===== src/sv/olrb_pkg.sv =====
// shared types and constants for the octree level range builder
package olrb_pkg;

	// deepest octree supported by default
	localparam int OLRB_MAX_LEVELS = 20;

	// fixed field widths
	localparam int CODE_W   = 61;
	localparam int HEIGHT_W = 21;
	localparam int LEVEL_W  = 5;
	localparam int CFG_W    = 5;
	localparam int CFG_IDX_W = 2;

	// configuration register indexes
	localparam logic [CFG_IDX_W-1:0] REG_N_LEVELS  = 2'd0;
	localparam logic [CFG_IDX_W-1:0] REG_MAX_LEVEL = 2'd1;

	// per-level run record kept in the level memory
	typedef struct packed {
		logic [CODE_W-1:0] run_start;
		logic [CODE_W-1:0] run_end;
		logic [CODE_W-1:0] cube_count;
	} entry_t;

	// one result item
	typedef struct packed {
		logic [LEVEL_W-1:0]  level;
		logic [CODE_W-1:0]   run_first;
		logic [CODE_W-1:0]   run_final;
		logic [CODE_W-1:0]   cubes;
		logic [HEIGHT_W-1:0] height;
		logic                flush;
		logic                err;
	} res_t;

	// sequencer states
	typedef enum logic [1:0] {
		ST_IDLE,
		ST_WALK,
		ST_FLUSH,
		ST_FIN
	} state_t;

endpackage


===== src/sv/octree_level_range_builder_core.sv =====
// octree level range builder: per-level run tracking over a level memory
//
//  channel | handshake               | payload
//  --------+-------------------------+--------------------------------------------
//  in      | in_valid / in_stall     | leaf_code, end_of_data
//  out     | out_valid / out_stall   | tree_level, run_first, run_final, cube_total,
//          |                         | height_extent, is_flush, order_error, last
//  cfg     | cfg_valid / cfg_ready   | cfg_index, cfg_data
//
// a leaf code takes one memory read to prime, then one level of the run memory per
// cycle from max_level toward the root while the output has room, then a finish step.
// an end marker sweeps every level of the run memory, starting from the root.
// the level memory (one read, one write per cycle) sets the pace.
// reset clears all control state, the level started bits and the peak height.
// a stalled output holds the walk or the flush sweep whenever a new result has no room to go.
module octree_level_range_builder_core
	import olrb_pkg::*;
#(
	parameter int MAX_LEVELS = OLRB_MAX_LEVELS
) (
	input  logic                 clk,
	input  logic                 arst_n,
	// input channel
	input  logic                 in_valid,
	output logic                 in_stall,
	input  logic [CODE_W-1:0]    leaf_code,
	input  logic                 end_of_data,
	// output channel
	output logic                 out_valid,
	input  logic                 out_stall,
	output logic [LEVEL_W-1:0]   tree_level,
	output logic [CODE_W-1:0]    run_first,
	output logic [CODE_W-1:0]    run_final,
	output logic [CODE_W-1:0]    cube_total,
	output logic [HEIGHT_W-1:0]  height_extent,
	output logic                 is_flush,
	output logic                 order_error,
	output logic                 last,
	// configuration channel
	input  logic                 cfg_valid,
	output logic                 cfg_ready,
	input  logic [CFG_IDX_W-1:0] cfg_index,
	input  logic [CFG_W-1:0]     cfg_data
);

	localparam int DEPTH = MAX_LEVELS + 1;
	localparam int LVL_W = $clog2(DEPTH);
	localparam logic [LVL_W-1:0]  LVL_TOP = LVL_W'(MAX_LEVELS);
	localparam logic [CFG_W-1:0]  CFG_TOP = CFG_W'(MAX_LEVELS);
	localparam logic [CODE_W-1:0] CNT_MAX = {CODE_W{1'b1}};

	state_t state_q, state_d;

	logic [CFG_W-1:0]    n_levels_q, max_level_q;
	logic [LVL_W-1:0]    cur_lvl_q;
	logic [CODE_W-1:0]   id_q;
	logic [DEPTH-1:0]    started_q;
	logic [HEIGHT_W-1:0] peak_q;

	entry_t level_mem [DEPTH];
	entry_t mem_rd_q;

	res_t hold_q, out_q, emit_res;
	logic hold_valid_q, out_valid_q, out_last_q;

	logic                rd_en, wr_en;
	logic [LVL_W-1:0]    rd_addr, wr_addr;
	entry_t              wr_data;
	logic                emit, adv, walk_stop, push_last, can_emit, in_take;

	logic [LVL_W-1:0]    ml_eff;
	logic [CFG_W-1:0]    ml_wide, n_cap, n_eff, cell_shift;
	logic [HEIGHT_W-1:0] y_bits, h_new;

	logic [CODE_W:0]     end_plus;
	logic                is_next, is_same, is_below;
	logic [CODE_W-1:0]   cnt_inc;

	assign in_stall  = (state_q != ST_IDLE);
	assign in_take   = in_valid && !in_stall;
	assign cfg_ready = 1'b1;
	assign can_emit  = !out_valid_q || !out_stall;

	// configuration registers
	always_ff @(posedge clk or negedge arst_n) begin
		if (!arst_n) begin
			n_levels_q  <= CFG_W'(10);
			max_level_q <= CFG_W'(5);
		end else if (cfg_valid && cfg_ready) begin
			case (cfg_index)
				REG_N_LEVELS:  n_levels_q  <= cfg_data;
				REG_MAX_LEVEL: max_level_q <= cfg_data;
				default: ;
			endcase
		end
	end

	// effective levels and cell size shift
	always_comb begin
		ml_eff     = (max_level_q > CFG_TOP) ? LVL_TOP : max_level_q[LVL_W-1:0];
		ml_wide    = CFG_W'(ml_eff);
		n_cap      = (n_levels_q > CFG_TOP) ? CFG_TOP : n_levels_q;
		n_eff      = (n_cap < ml_wide) ? ml_wide : n_cap;
		cell_shift = n_eff - ml_wide;
	end

	// de-interleaved y of the incoming leaf plus one cell
	always_comb begin
		y_bits = '0;
		for (int j = 0; j < MAX_LEVELS; j++) begin
			if (j < int'(ml_eff) && leaf_code != CODE_W'(1))
				y_bits[j] = leaf_code[3*j+1];
		end
		h_new = (y_bits + HEIGHT_W'(1)) << cell_shift;
	end

	// run compare against the stored record
	always_comb begin
		end_plus = {1'b0, mem_rd_q.run_end} + (CODE_W+1)'(1);
		is_next  = (end_plus == {1'b0, id_q});
		is_same  = (mem_rd_q.run_end == id_q);
		is_below = (mem_rd_q.run_end > id_q);
		cnt_inc  = (mem_rd_q.cube_count != CNT_MAX) ? mem_rd_q.cube_count + CODE_W'(1)
		                                            : mem_rd_q.cube_count;
	end

	// next state
	always_comb begin
		state_d = state_q;
		case (state_q)
			ST_IDLE: begin
				if (in_valid)
					state_d = end_of_data ? ST_FLUSH : ST_WALK;
			end
			ST_WALK: begin
				if (adv && walk_stop)
					state_d = ST_FIN;
			end
			ST_FLUSH: begin
				if (adv && cur_lvl_q == LVL_TOP)
					state_d = ST_FIN;
			end
			ST_FIN: begin
				if (!hold_valid_q || can_emit)
					state_d = ST_IDLE;
			end
			default: state_d = ST_IDLE;
		endcase
	end

	// sequencer outputs: memory access, result emission
	always_comb begin
		rd_en     = 1'b0;
		rd_addr   = '0;
		wr_en     = 1'b0;
		wr_addr   = cur_lvl_q;
		wr_data   = '{run_start: id_q, run_end: id_q, cube_count: CODE_W'(1)};
		emit      = 1'b0;
		emit_res  = '0;
		walk_stop = 1'b0;
		push_last = 1'b0;
		adv       = 1'b0;
		emit_res.level = LEVEL_W'(cur_lvl_q);
		case (state_q)
			ST_IDLE: begin
				rd_en   = in_valid;
				rd_addr = end_of_data ? '0 : ml_eff;
			end
			ST_WALK: begin
				if (!started_q[cur_lvl_q]) begin
					wr_en = 1'b1;
				end else if (is_next) begin
					wr_en   = 1'b1;
					wr_data = '{run_start: mem_rd_q.run_start, run_end: id_q,
					            cube_count: cnt_inc};
				end else if (is_same) begin
					walk_stop = 1'b1;
				end else if (is_below) begin
					emit      = 1'b1;
					walk_stop = 1'b1;
					emit_res.run_first = mem_rd_q.run_end;
					emit_res.run_final = id_q;
					emit_res.err       = 1'b1;
				end else begin
					emit    = 1'b1;
					wr_en   = 1'b1;
					wr_data = '{run_start: id_q, run_end: id_q, cube_count: cnt_inc};
					emit_res.run_first = mem_rd_q.run_start;
					emit_res.run_final = mem_rd_q.run_end;
				end
				if (cur_lvl_q == '0)
					walk_stop = 1'b1;
				adv   = !(emit && hold_valid_q && !can_emit);
				wr_en = wr_en && adv;
				if (adv && !walk_stop) begin
					rd_en   = 1'b1;
					rd_addr = cur_lvl_q - LVL_W'(1);
				end
			end
			ST_FLUSH: begin
				emit = started_q[cur_lvl_q];
				emit_res.run_first = mem_rd_q.run_start;
				emit_res.run_final = mem_rd_q.run_end;
				emit_res.cubes     = mem_rd_q.cube_count;
				emit_res.height    = peak_q;
				emit_res.flush     = 1'b1;
				adv = !(emit && hold_valid_q && !can_emit);
				if (adv && cur_lvl_q != LVL_TOP) begin
					rd_en   = 1'b1;
					rd_addr = cur_lvl_q + LVL_W'(1);
				end
			end
			ST_FIN: begin
				push_last = hold_valid_q && can_emit;
			end
			default: ;
		endcase
	end

	// level memory, one write and one registered read per cycle
	always_ff @(posedge clk) begin
		if (wr_en)
			level_mem[wr_addr] <= wr_data;
		if (rd_en)
			mem_rd_q <= level_mem[rd_addr];
	end

	// sequencer state, level pointer, started bits, peak height
	always_ff @(posedge clk or negedge arst_n) begin
		if (!arst_n) begin
			state_q   <= ST_IDLE;
			cur_lvl_q <= '0;
			started_q <= '0;
			peak_q    <= '0;
		end else begin
			state_q <= state_d;
			if (in_take) begin
				cur_lvl_q <= end_of_data ? '0 : ml_eff;
				if (!end_of_data && h_new > peak_q)
					peak_q <= h_new;
			end
			if (state_q == ST_WALK && adv) begin
				if (wr_en)
					started_q[cur_lvl_q] <= 1'b1;
				if (!walk_stop)
					cur_lvl_q <= cur_lvl_q - LVL_W'(1);
			end
			if (state_q == ST_FLUSH && adv) begin
				if (cur_lvl_q == LVL_TOP) begin
					started_q <= '0;
					peak_q    <= '0;
				end else begin
					cur_lvl_q <= cur_lvl_q + LVL_W'(1);
				end
			end
		end
	end

	// node code at the current level
	always_ff @(posedge clk) begin
		if (in_take)
			id_q <= leaf_code;
		else if (state_q == ST_WALK && adv && !walk_stop)
			id_q <= id_q >> 3;
	end

	// one result held back until it is known whether it is the last
	always_ff @(posedge clk or negedge arst_n) begin
		if (!arst_n) begin
			hold_valid_q <= 1'b0;
			out_valid_q  <= 1'b0;
		end else begin
			if (emit && adv)
				hold_valid_q <= 1'b1;
			else if (push_last)
				hold_valid_q <= 1'b0;
			if ((emit && adv && hold_valid_q) || push_last)
				out_valid_q <= 1'b1;
			else if (!out_stall)
				out_valid_q <= 1'b0;
		end
	end

	// result payload registers
	always_ff @(posedge clk) begin
		if (emit && adv)
			hold_q <= emit_res;
		if ((emit && adv && hold_valid_q) || push_last) begin
			out_q      <= hold_q;
			out_last_q <= push_last;
		end
	end

	// output ports
	assign out_valid     = out_valid_q;
	assign tree_level    = out_q.level;
	assign run_first     = out_q.run_first;
	assign run_final     = out_q.run_final;
	assign cube_total    = out_q.cubes;
	assign height_extent = out_q.height;
	assign is_flush      = out_q.flush;
	assign order_error   = out_q.err;
	assign last          = out_last_q;

	// no result may be left behind when a new item can be taken
	a_idle_no_hold: assert property (@(posedge clk) disable iff (!arst_n)
		state_q == ST_IDLE |-> !hold_valid_q)
		else $error("held result left in idle");

	// the flush sweep only reads the level memory
	a_flush_no_write: assert property (@(posedge clk) disable iff (!arst_n)
		state_q == ST_FLUSH |-> !wr_en)
		else $error("level memory written during flush");

	// the end of a flush sweep clears all run state
	a_flush_clears: assert property (@(posedge clk) disable iff (!arst_n)
		(state_q == ST_FLUSH && adv && cur_lvl_q == LVL_TOP)
		|=> (started_q == '0 && peak_q == '0))
		else $error("run state not cleared after flush");

	// the level pointer stays inside the memory
	a_lvl_range: assert property (@(posedge clk) disable iff (!arst_n)
		state_q != ST_IDLE |-> cur_lvl_q <= LVL_TOP)
		else $error("level pointer out of range");

	// a flush result never carries an order error
	a_flush_no_err: assert property (@(posedge clk) disable iff (!arst_n)
		out_valid_q |-> !(out_q.flush && out_q.err))
		else $error("order error on flush result");

endmodule

===== config.mk =====
export PLATFORM = sky130hd
export DESIGN_NAME = octree_level_range_builder_core
export DESIGN_NICKNAME = d
export VERILOG_FILES = /design/src/sv/olrb_pkg.sv /design/src/sv/octree_level_range_builder_core.sv
export SDC_FILE = /design/constraint.sdc
export NUM_CORES = 2
export LEC_CHECK = 0
export BUFFER_PORTS_ARGS = -buffer_cell sky130_fd_sc_hd__buf_2
export CORE_MARGIN = 2
export CORE_UTILIZATION = 59
export DETAILED_ROUTE_END_ITERATION = 10
export GPL_TIMING_DRIVEN = 0
export PLACE_DENSITY_LB_ADDON = 0.15
export SYNTH_ARGS = -nofsm -noshare
export SYNTH_HDL_FRONTEND = slang
export SYNTH_SLANG_ARGS = --single-unit

===== constraint.sdc =====
create_clock -name clk -period 25.8 [get_ports clk]
set_input_delay 1.29 -clock clk [delete_from_list [all_inputs] [get_ports clk]]
set_output_delay 1.29 -clock clk [all_outputs]
set_load 0.03 [all_outputs]

==> Word-level counts from Yosys, hierarchy flattened <==
Memories as Yosys holds them, arrays and structs flattened. A register that Yosys moved wholly into a read port is not among the register bits.
Index checks and enable logic that the tools add are counted.
{ "word_totals": {"n_memories": 1, "inputBits": 74, "regBits": 545, "word_cells": 231, "output_inout_bits": 215, "mem_bits_rw": 3843} }
{ "classes": {"add_sub_neg": 6, "n_mux": 93, "n_eq_ne": 15, "order_cmp": 27, "shift": 1, "bitwise_logic": 3, "reduce_logical": 61} }
{ "mem_list": {"columns": ["memory", "depth", "width", "read_ports", "rd_ports_with_merged_regs", "wr", "line_no", "text"], "rows": [
  ["level_mem", 21, 183, 1, 1, 1, "octree_level_range_builder_core.sv:60", "entry_t level_mem [DEPTH];"]
]} }
{ "op_table": {"columns": ["op", "n"], "rows": [
  ["183-bit two-way mux", 3],
  ["122-bit two-way mux", 4],
  ["61-bit two-way mux", 5],
  ["122-bit case mux with 2 select lines", 1],
  ["21-bit two-way mux", 8],
  ["61-bit by 1-bit adder with 62-bit output (second input constant)", 1],
  ["62-bit by 61-bit equality test with 1-bit output", 1],
  ["61-bit by 1-bit adder with 61-bit output (second input constant)", 1],
  ["61-bit equality test", 1],
  ["61-bit > comparator", 1],
  ["61-bit by 1-bit inequality test with 1-bit output (second input constant)", 1],
  ["61-bit inequality test (second input constant)", 1],
  ["5-bit two-way mux", 11],
  ["1-bit two-way mux", 49],
  ["4-bit by 5-bit < comparator with 1-bit output (first input constant)", 8],
  ["1-bit logical AND", 38],
  ["20-bit by 1-bit adder with 21-bit output (second input constant)", 1],
  ["21-bit > comparator", 1],
  ["21-bit bitwise OR", 1],
  ["21-bit by 5-bit << shifter with 21-bit output", 1],
  ["3-bit by 5-bit < comparator with 1-bit output (first input constant)", 4],
  ["5-bit < comparator (first input constant)", 4],
  ["5-bit case mux with 3 select lines", 1],
  ["5-bit > comparator (second input constant)", 2],
  ["other kinds (29)", 57]
]} }

==> Depth between registers and ports, before layout <==
{ "depth": {"ltp_word": 14, "depth_mapped": 36, "mapped_depth_nobuf": 33} }

==> Worst setup path before layout <==
OpenSTA, ideal clock, no wires.
{ "synth_timing": {"path_kind": "reg-to-reg", "start": "reg, netlist name mem_rd_q[62]", "end": "reg out_q, in the netlist cube_total[0], enable pin", "setup_time_ns": 0.571, "arrival_time_ns": 23.191, "setup_slack_ns": 2.038, "n_path_buf": 1, "stages_incl_launch_ff": 15, "period_less_slack_ns": 23.762, "required_time_ns": 25.229, "path_cell_list": "edfxtp_1 ha_1 nand2_1 or4_1 nor4_1 mux2_2 or4_1 or4_1 nor4_4 and2_1 buf_2 o31a_1 o21ai_0 nor3_1 a21o_1"} }
{ "synth_between": {"elab_chain_cells": 12, "word_cells_on_any_way": 15, "cone_classes": "add/sub (1); eq/ne (2); mux (6); reduce/logical (6)"} }
{ "synth_rtl": {"columns": ["item", "line_no", "text"], "rows": [
  ["61-bit by 1-bit adder with 62-bit output or 61-bit equality test (tied branches)", "octree_level_range_builder_core.sv:119, octree_level_range_builder_core.sv:121", null],
  ["62-bit by 61-bit equality test with 1-bit output or 1-bit two-way mux (tied branches)", "octree_level_range_builder_core.sv:120, octree_level_range_builder_core.sv:176", null],
  ["1-bit two-way mux (*)", "octree_level_range_builder_core.sv:172", "end else if (is_next) begin"],
  ["1-bit two-way mux (*)", "octree_level_range_builder_core.sv:170", "if (!started_q[cur_lvl_q]) begin"],
  ["1-bit two-way mux (*)", "octree_level_range_builder_core.sv:164", "case (state_q)"],
  ["1-bit logical AND (2 in a row)", "octree_level_range_builder_core.sv:193", "adv = !(emit && hold_valid_q && !can_emit);"],
  ["1-bit logical NOT", "octree_level_range_builder_core.sv:193", null],
  ["1-bit case mux with 2 select lines", "octree_level_range_builder_core.sv:164", null],
  ["1-bit logical AND (*) (2 in a row)", "octree_level_range_builder_core.sv:288", "if ((emit && adv && hold_valid_q) || push_last) begin"],
  ["1-bit logical OR (*)", "octree_level_range_builder_core.sv:288", null],
  ["to (signal assigned)", "octree_level_range_builder_core.sv:289", "out_q <= hold_q;"],
  ["to (decl)", "octree_level_range_builder_core.sv:63", "res_t hold_q, out_q, emit_res;"]
]} }
Every way passes the cells marked *; elsewhere a longest branch is shown, timed or not. The select of a mux whose other input is x is not followed.
A chain may end at the register's enable or synchronous reset.

==> Worst setup path after layout <==
{ "layout_timing": {"start": "reg, netlist name mem_rd_q[74]", "end": "reg, netlist name mem_rd_q[62]"} }
{ "layout_between": {"elab_chain_cells": 11, "word_cells_on_any_way": 23, "cone_classes": "add/sub (1); order compare (1); eq/ne (2); mux (14); reduce/logical (5)"} }
{ "layout_rtl": {"columns": ["item", "line_no", "text"], "rows": [
  ["61-bit by 1-bit adder with 62-bit output, or another cell as far along", "octree_level_range_builder_core.sv:119", "end_plus = {1'b0, mem_rd_q.run_end} + (CODE_W+1)'(1);"],
  ["62-bit by 61-bit equality test with 1-bit output, or another cell as far along", "octree_level_range_builder_core.sv:120", "is_next = (end_plus == {1'b0, id_q});"],
  ["1-bit two-way mux (on tied branches)", "octree_level_range_builder_core.sv:172, octree_level_range_builder_core.sv:176", null],
  ["1-bit two-way mux (on tied branches)", "octree_level_range_builder_core.sv:170, octree_level_range_builder_core.sv:172", null],
  ["1-bit two-way mux (on tied branches)", "octree_level_range_builder_core.sv:164, octree_level_range_builder_core.sv:170", null],
  ["1-bit logical AND or 1-bit two-way mux (tied branches)", "octree_level_range_builder_core.sv:193, octree_level_range_builder_core.sv:191", null],
  ["1-bit logical AND or 1-bit two-way mux (tied branches)", "octree_level_range_builder_core.sv:193, octree_level_range_builder_core.sv:164", null],
  ["1-bit logical NOT (on tied branches)", "octree_level_range_builder_core.sv:193, octree_level_range_builder_core.sv:195", null],
  ["1-bit logical AND (*)", "octree_level_range_builder_core.sv:195", "if (adv && !walk_stop) begin"],
  ["5-bit two-way mux or 1-bit two-way mux (tied branches)", "octree_level_range_builder_core.sv:195", null],
  ["5-bit case mux with 3 select lines or 1-bit case mux with 3 select lines (tied branches)", "octree_level_range_builder_core.sv:164", null]
]} }
Marked as above.

==> summary.txt <==
GRT
  • Total track usage: about 37%
  • Largest net degree at the start of global routing: 65
  • Met2 layer usage reported by global route: a little over half
  • Vias in the first global route: 116,000
  • First-pass GRT wire length: around 820,000 µm
  • GRT overflow: 0
  • Initial antenna violation count: 63
  • Grt met1 use: 50.3%
  • Top Usage Layer GRT: met2
  • GR Layer Usage met3: under 10%

Die
  • Die area: 316,000 µm²
  • Area of the core: ~310,000 µm²
  • Chip width: around 560 µm
  • Initial core utilization: between 50 and 60%
  • Die Ht: 562 µm
  • Rows: between 200 and 250
  • Number of top-level pins: about 290

STA
  • Hold Vio Cnt, Final: 0
  • Count of pins over their slew limit: 75
  • Final critical-path required period: about 9700 ps
  • FMAX: roughly 100 MHz
  • Worst slew pin tran: between 1500 and 2000 ps
  • RSZ-0062 raised after global routing: no
  • Final period util: 37.6%
  • Endpoints failing setup: 0
  • Relative slew slack: -8.36%
  • Layout Skew: around 120 ps
  • Setup TNS: 0 ps

Cells and area
  • Area delta synth->final: 15.2%
  • Fillers: 20,700
  • Most common cell after layout, fill and taps aside: edfxtp_1
  • Final #Nets: 14,200
  • Share of post-route cells with drive strength above 1: roughly 12%
  • Commonest cells after routing, fill and taps aside: edfxtp_1, nand2_1, nand3_1

Clock tree
  • CTS Root Cell: clkbuf_16
  • Post-CTS Hold Fix Bufs: 0
  • Later-pin clock latency in the skew report: 1040 ps
  • Clock slew at reported path FFs: 70 ps
  • Post-CTS setup buffer count: 0
  • CTS Sinks: roughly 4,600
  • CTS resizes: 0
  • H-tree level count: 5
  • CTS Buffer Depth: 4
  • TritonCTS clock tree: yes
  • CTS buffer count: 447

Run status
  • Failing checks: max-capacitance violations, max-slew violations
  • Status: finished with violations

Worst setup path
  • Origin of the worst setup path: mem_rd_q[74]
  • Startpoint Class: flop
  • CP Buf/Inv Count: 3
  • Arrival @ worst endpoint: roughly 10,000 ps
  • RR Startpoint: mem_rd_q[74]
  • Worst-path maximum fanout: 13
  • Data required, critical path: around 26,000 ps
  • CP Capture Type: flop
  • CP Cell Sequence: nand3_1 -> nor4_2 -> nand4_1 -> nor4b_1 -> xnor2_1 -> or4b_1 -> nor4_2 -> a21oi_2 -> o41ai_4 -> buf_2 -> clkbuf_2 -> buf_2 -> nand3_1 -> nand3_1 -> nand4_1
  • Crit path top cell by count: nand3_1
  • R2R Setup Slk: between 15,000 and 20,000 ps
  • Critical path's slowest cell: o41ai_4
  • Worst path top cell family by delay: simple AND/OR/NAND/NOR gates
  • Crit path kind: reg -> reg
  • Crit path largest cell delay: 1190 ps

Synth
  • Cell area after synthesis: approximately 180,000 µm²
  • Syn_area_per_cell: 14.1 µm²
  • Yosys Warn Count: 0
  • Register area share after synthesis: about three quarters
  • Cell count after synthesis: 13,000
  • Post-synth cell types: roughly 90
  • Seq cells post-synth: 4,571
  • EDFF count, synth: 4,510
  • Mapped Nets: between 10,000 and 15,000
  • Async set-or-reset flop fraction in the synthesized netlist: 1.33%
  • Predominant post-synthesis flop cell: edfxtp_1

Route
  • Vias per inst: 6.49
  • DR vias: approximately 120k
  • Drt total wl: between 500,000 and 600,000 µm
  • WL/cell: roughly 31 µm
  • Drt pass-1 iters: 9
  • First DRT Iteration DRCs: between 15,000 and 20,000
  • DRC: 0
  • Final ANT Viol Nets: 0

Power
  • Net switching power figure: 12,600 µW
  • Leak: around 0.072 µW
  • PwrDens: ~140 nW/µm²
  • Sequential power share: between 30% and 40%
  • Gate power share: between 40% and 50%
  • Sw frac: a little over two fifths
  • Power consumption: ~30,000 µW
  • Clock power frac: between 20% and 30%
  • VDD IR max: between 0.0001 and 0.00015 V
  • Internal power: around 17,000 µW

Min path
  • HP Class: in -> async

Flow run
  • Max-cap viol count: 4

Placement
  • Port bufs: approximately 290
  • GPL Wtd Cong: between 0.9 and 1
  • Post-DP HPWL: 419,000 µm
==> registers in the layout, summed over array words and instances, names as in the netlist, 21 cells and up <==
signal	count
peak_q	21
level_mem	3843
run_final	61
started_q	21
run_first	61
id_q	61
mem_rd_q	183
height_extent	21
hold_q	211
cube_total	61
==> cells in the mapped netlist (51+ instances only) <==
cell type | count | area share (%)
and2_1 | 98 | 0.33
ha_1 | 101 | 0.69
a21oi_1 | 116 | 0.32
buf_2 | 222 | 0.61
dfrtp_1 | 57 | 0.78
clkbuf_1 | 499 | 1.0
a22oi_1 | 146 | 0.60
mux2i_1 | 568 | 3.1
o2111ai_1 | 315 | 1.5
buf_1 | 52 | 0.11
inv_1 | 121 | 0.25
nand2_1 | 2911 | 6.0
nor2b_1 | 140 | 0.48
xor2_1 | 63 | 0.30
o21ai_0 | 90 | 0.25
nand4_1 | 246 | 0.84
nor2_1 | 248 | 0.51
nor3_1 | 51 | 0.14
edfxtp_1 | 4510 | 74
xnor2_1 | 98 | 0.47
nand3_1 | 1776 | 4.8
mux2_2 | 137 | 0.84
==> layout make-up <==
class	count	area, µm²	share of cell area, %
flip-flops and latches	4571	137000	64.8
clock buffers	534	11600	5.47
plain buffers	796	3390	1.60
inverters	122	458	0.217
well taps	4120	5150	2.44
multi-input cells	7540	43100	20.4
repair buffers	584	7510	3.55
clock inverters	288	3100	1.47
diodes	88	220	0.104
==> metrics by stage <==
| stage | setup WS [ps] | hold WS (ps) | util (%) | cell area, µm² | instances |
|---|---|---|---|---|---|
| after global routing | 15380 | 391 | 68.3 | 211000 | 18600 |
| after floorplan | 2040 | 400 | - | 184000 | 13000 |
| final | 16090 | 383 | 68.4 | 211000 | 18600 |
| after global placement | -11830 | 401 | 61.5 | 190000 | 17400 |
| after CTS | 16340 | 377 | 68.2 | 211000 | 18500 |
| after detailed placement | 16380 | 405 | 63.5 | 196000 | 17700 |
==> final timing paths <==
check                      cells after the start              to
setup / recovery                              15    mem_rd_q[62]
min in group clk                               0  cube_total[12]
max in group asynchronous                      1      peak_q[14]
hold reg to reg                                0  cube_total[12]
hold / removal                                 1   started_q[18]
setup reg to reg                              15    mem_rd_q[62]
==> power by group through the flow <==
| stage | combinational, µW | clock (µW) | sequential [µW] |
|---|---|---|---|
| 2_1_floorplan | 6220 | 0 | 10600 |
| 3_3_place_gp | 10600 | 0 | 11400 |
| 3_5_place_dp | 11700 | 0 | 10700 |
| 4_1_cts | 11800 | 6570 | 10600 |
| 5_1_grt | 12800 | 6860 | 10600 |
| 6_report | 12200 | 6550 | 10600 |
==> logic make-up (layout without fill, tap and decap cells) <==
family / after synthesis / after routing / synth area share [%]
muxes: 753 / 753 / 4.53
buffers and inverters: 918 / 2324 / 2.08
adders and majority gates: 103 / 103 / 0.705
and+or+nand+nor: 5642 / 5642 / 13.8
DFF: 4571 / 4571 / 74.6
xor gates and xnor gates: 161 / 161 / 0.768
other: 1 / 89 / 0.00204
AOI/OAI and AO/OA: 880 / 880 / 3.58
==> routing by layer <==
layer / vias to the layer above / part of all wire (%)
met3: 1502 / 13
met2: 8338 / 44
met4: 20 / 6.0
met5: - / 0.024
li1: 51000 / -
met1: 60100 / 37
Power figures use the tool's default switching activity.
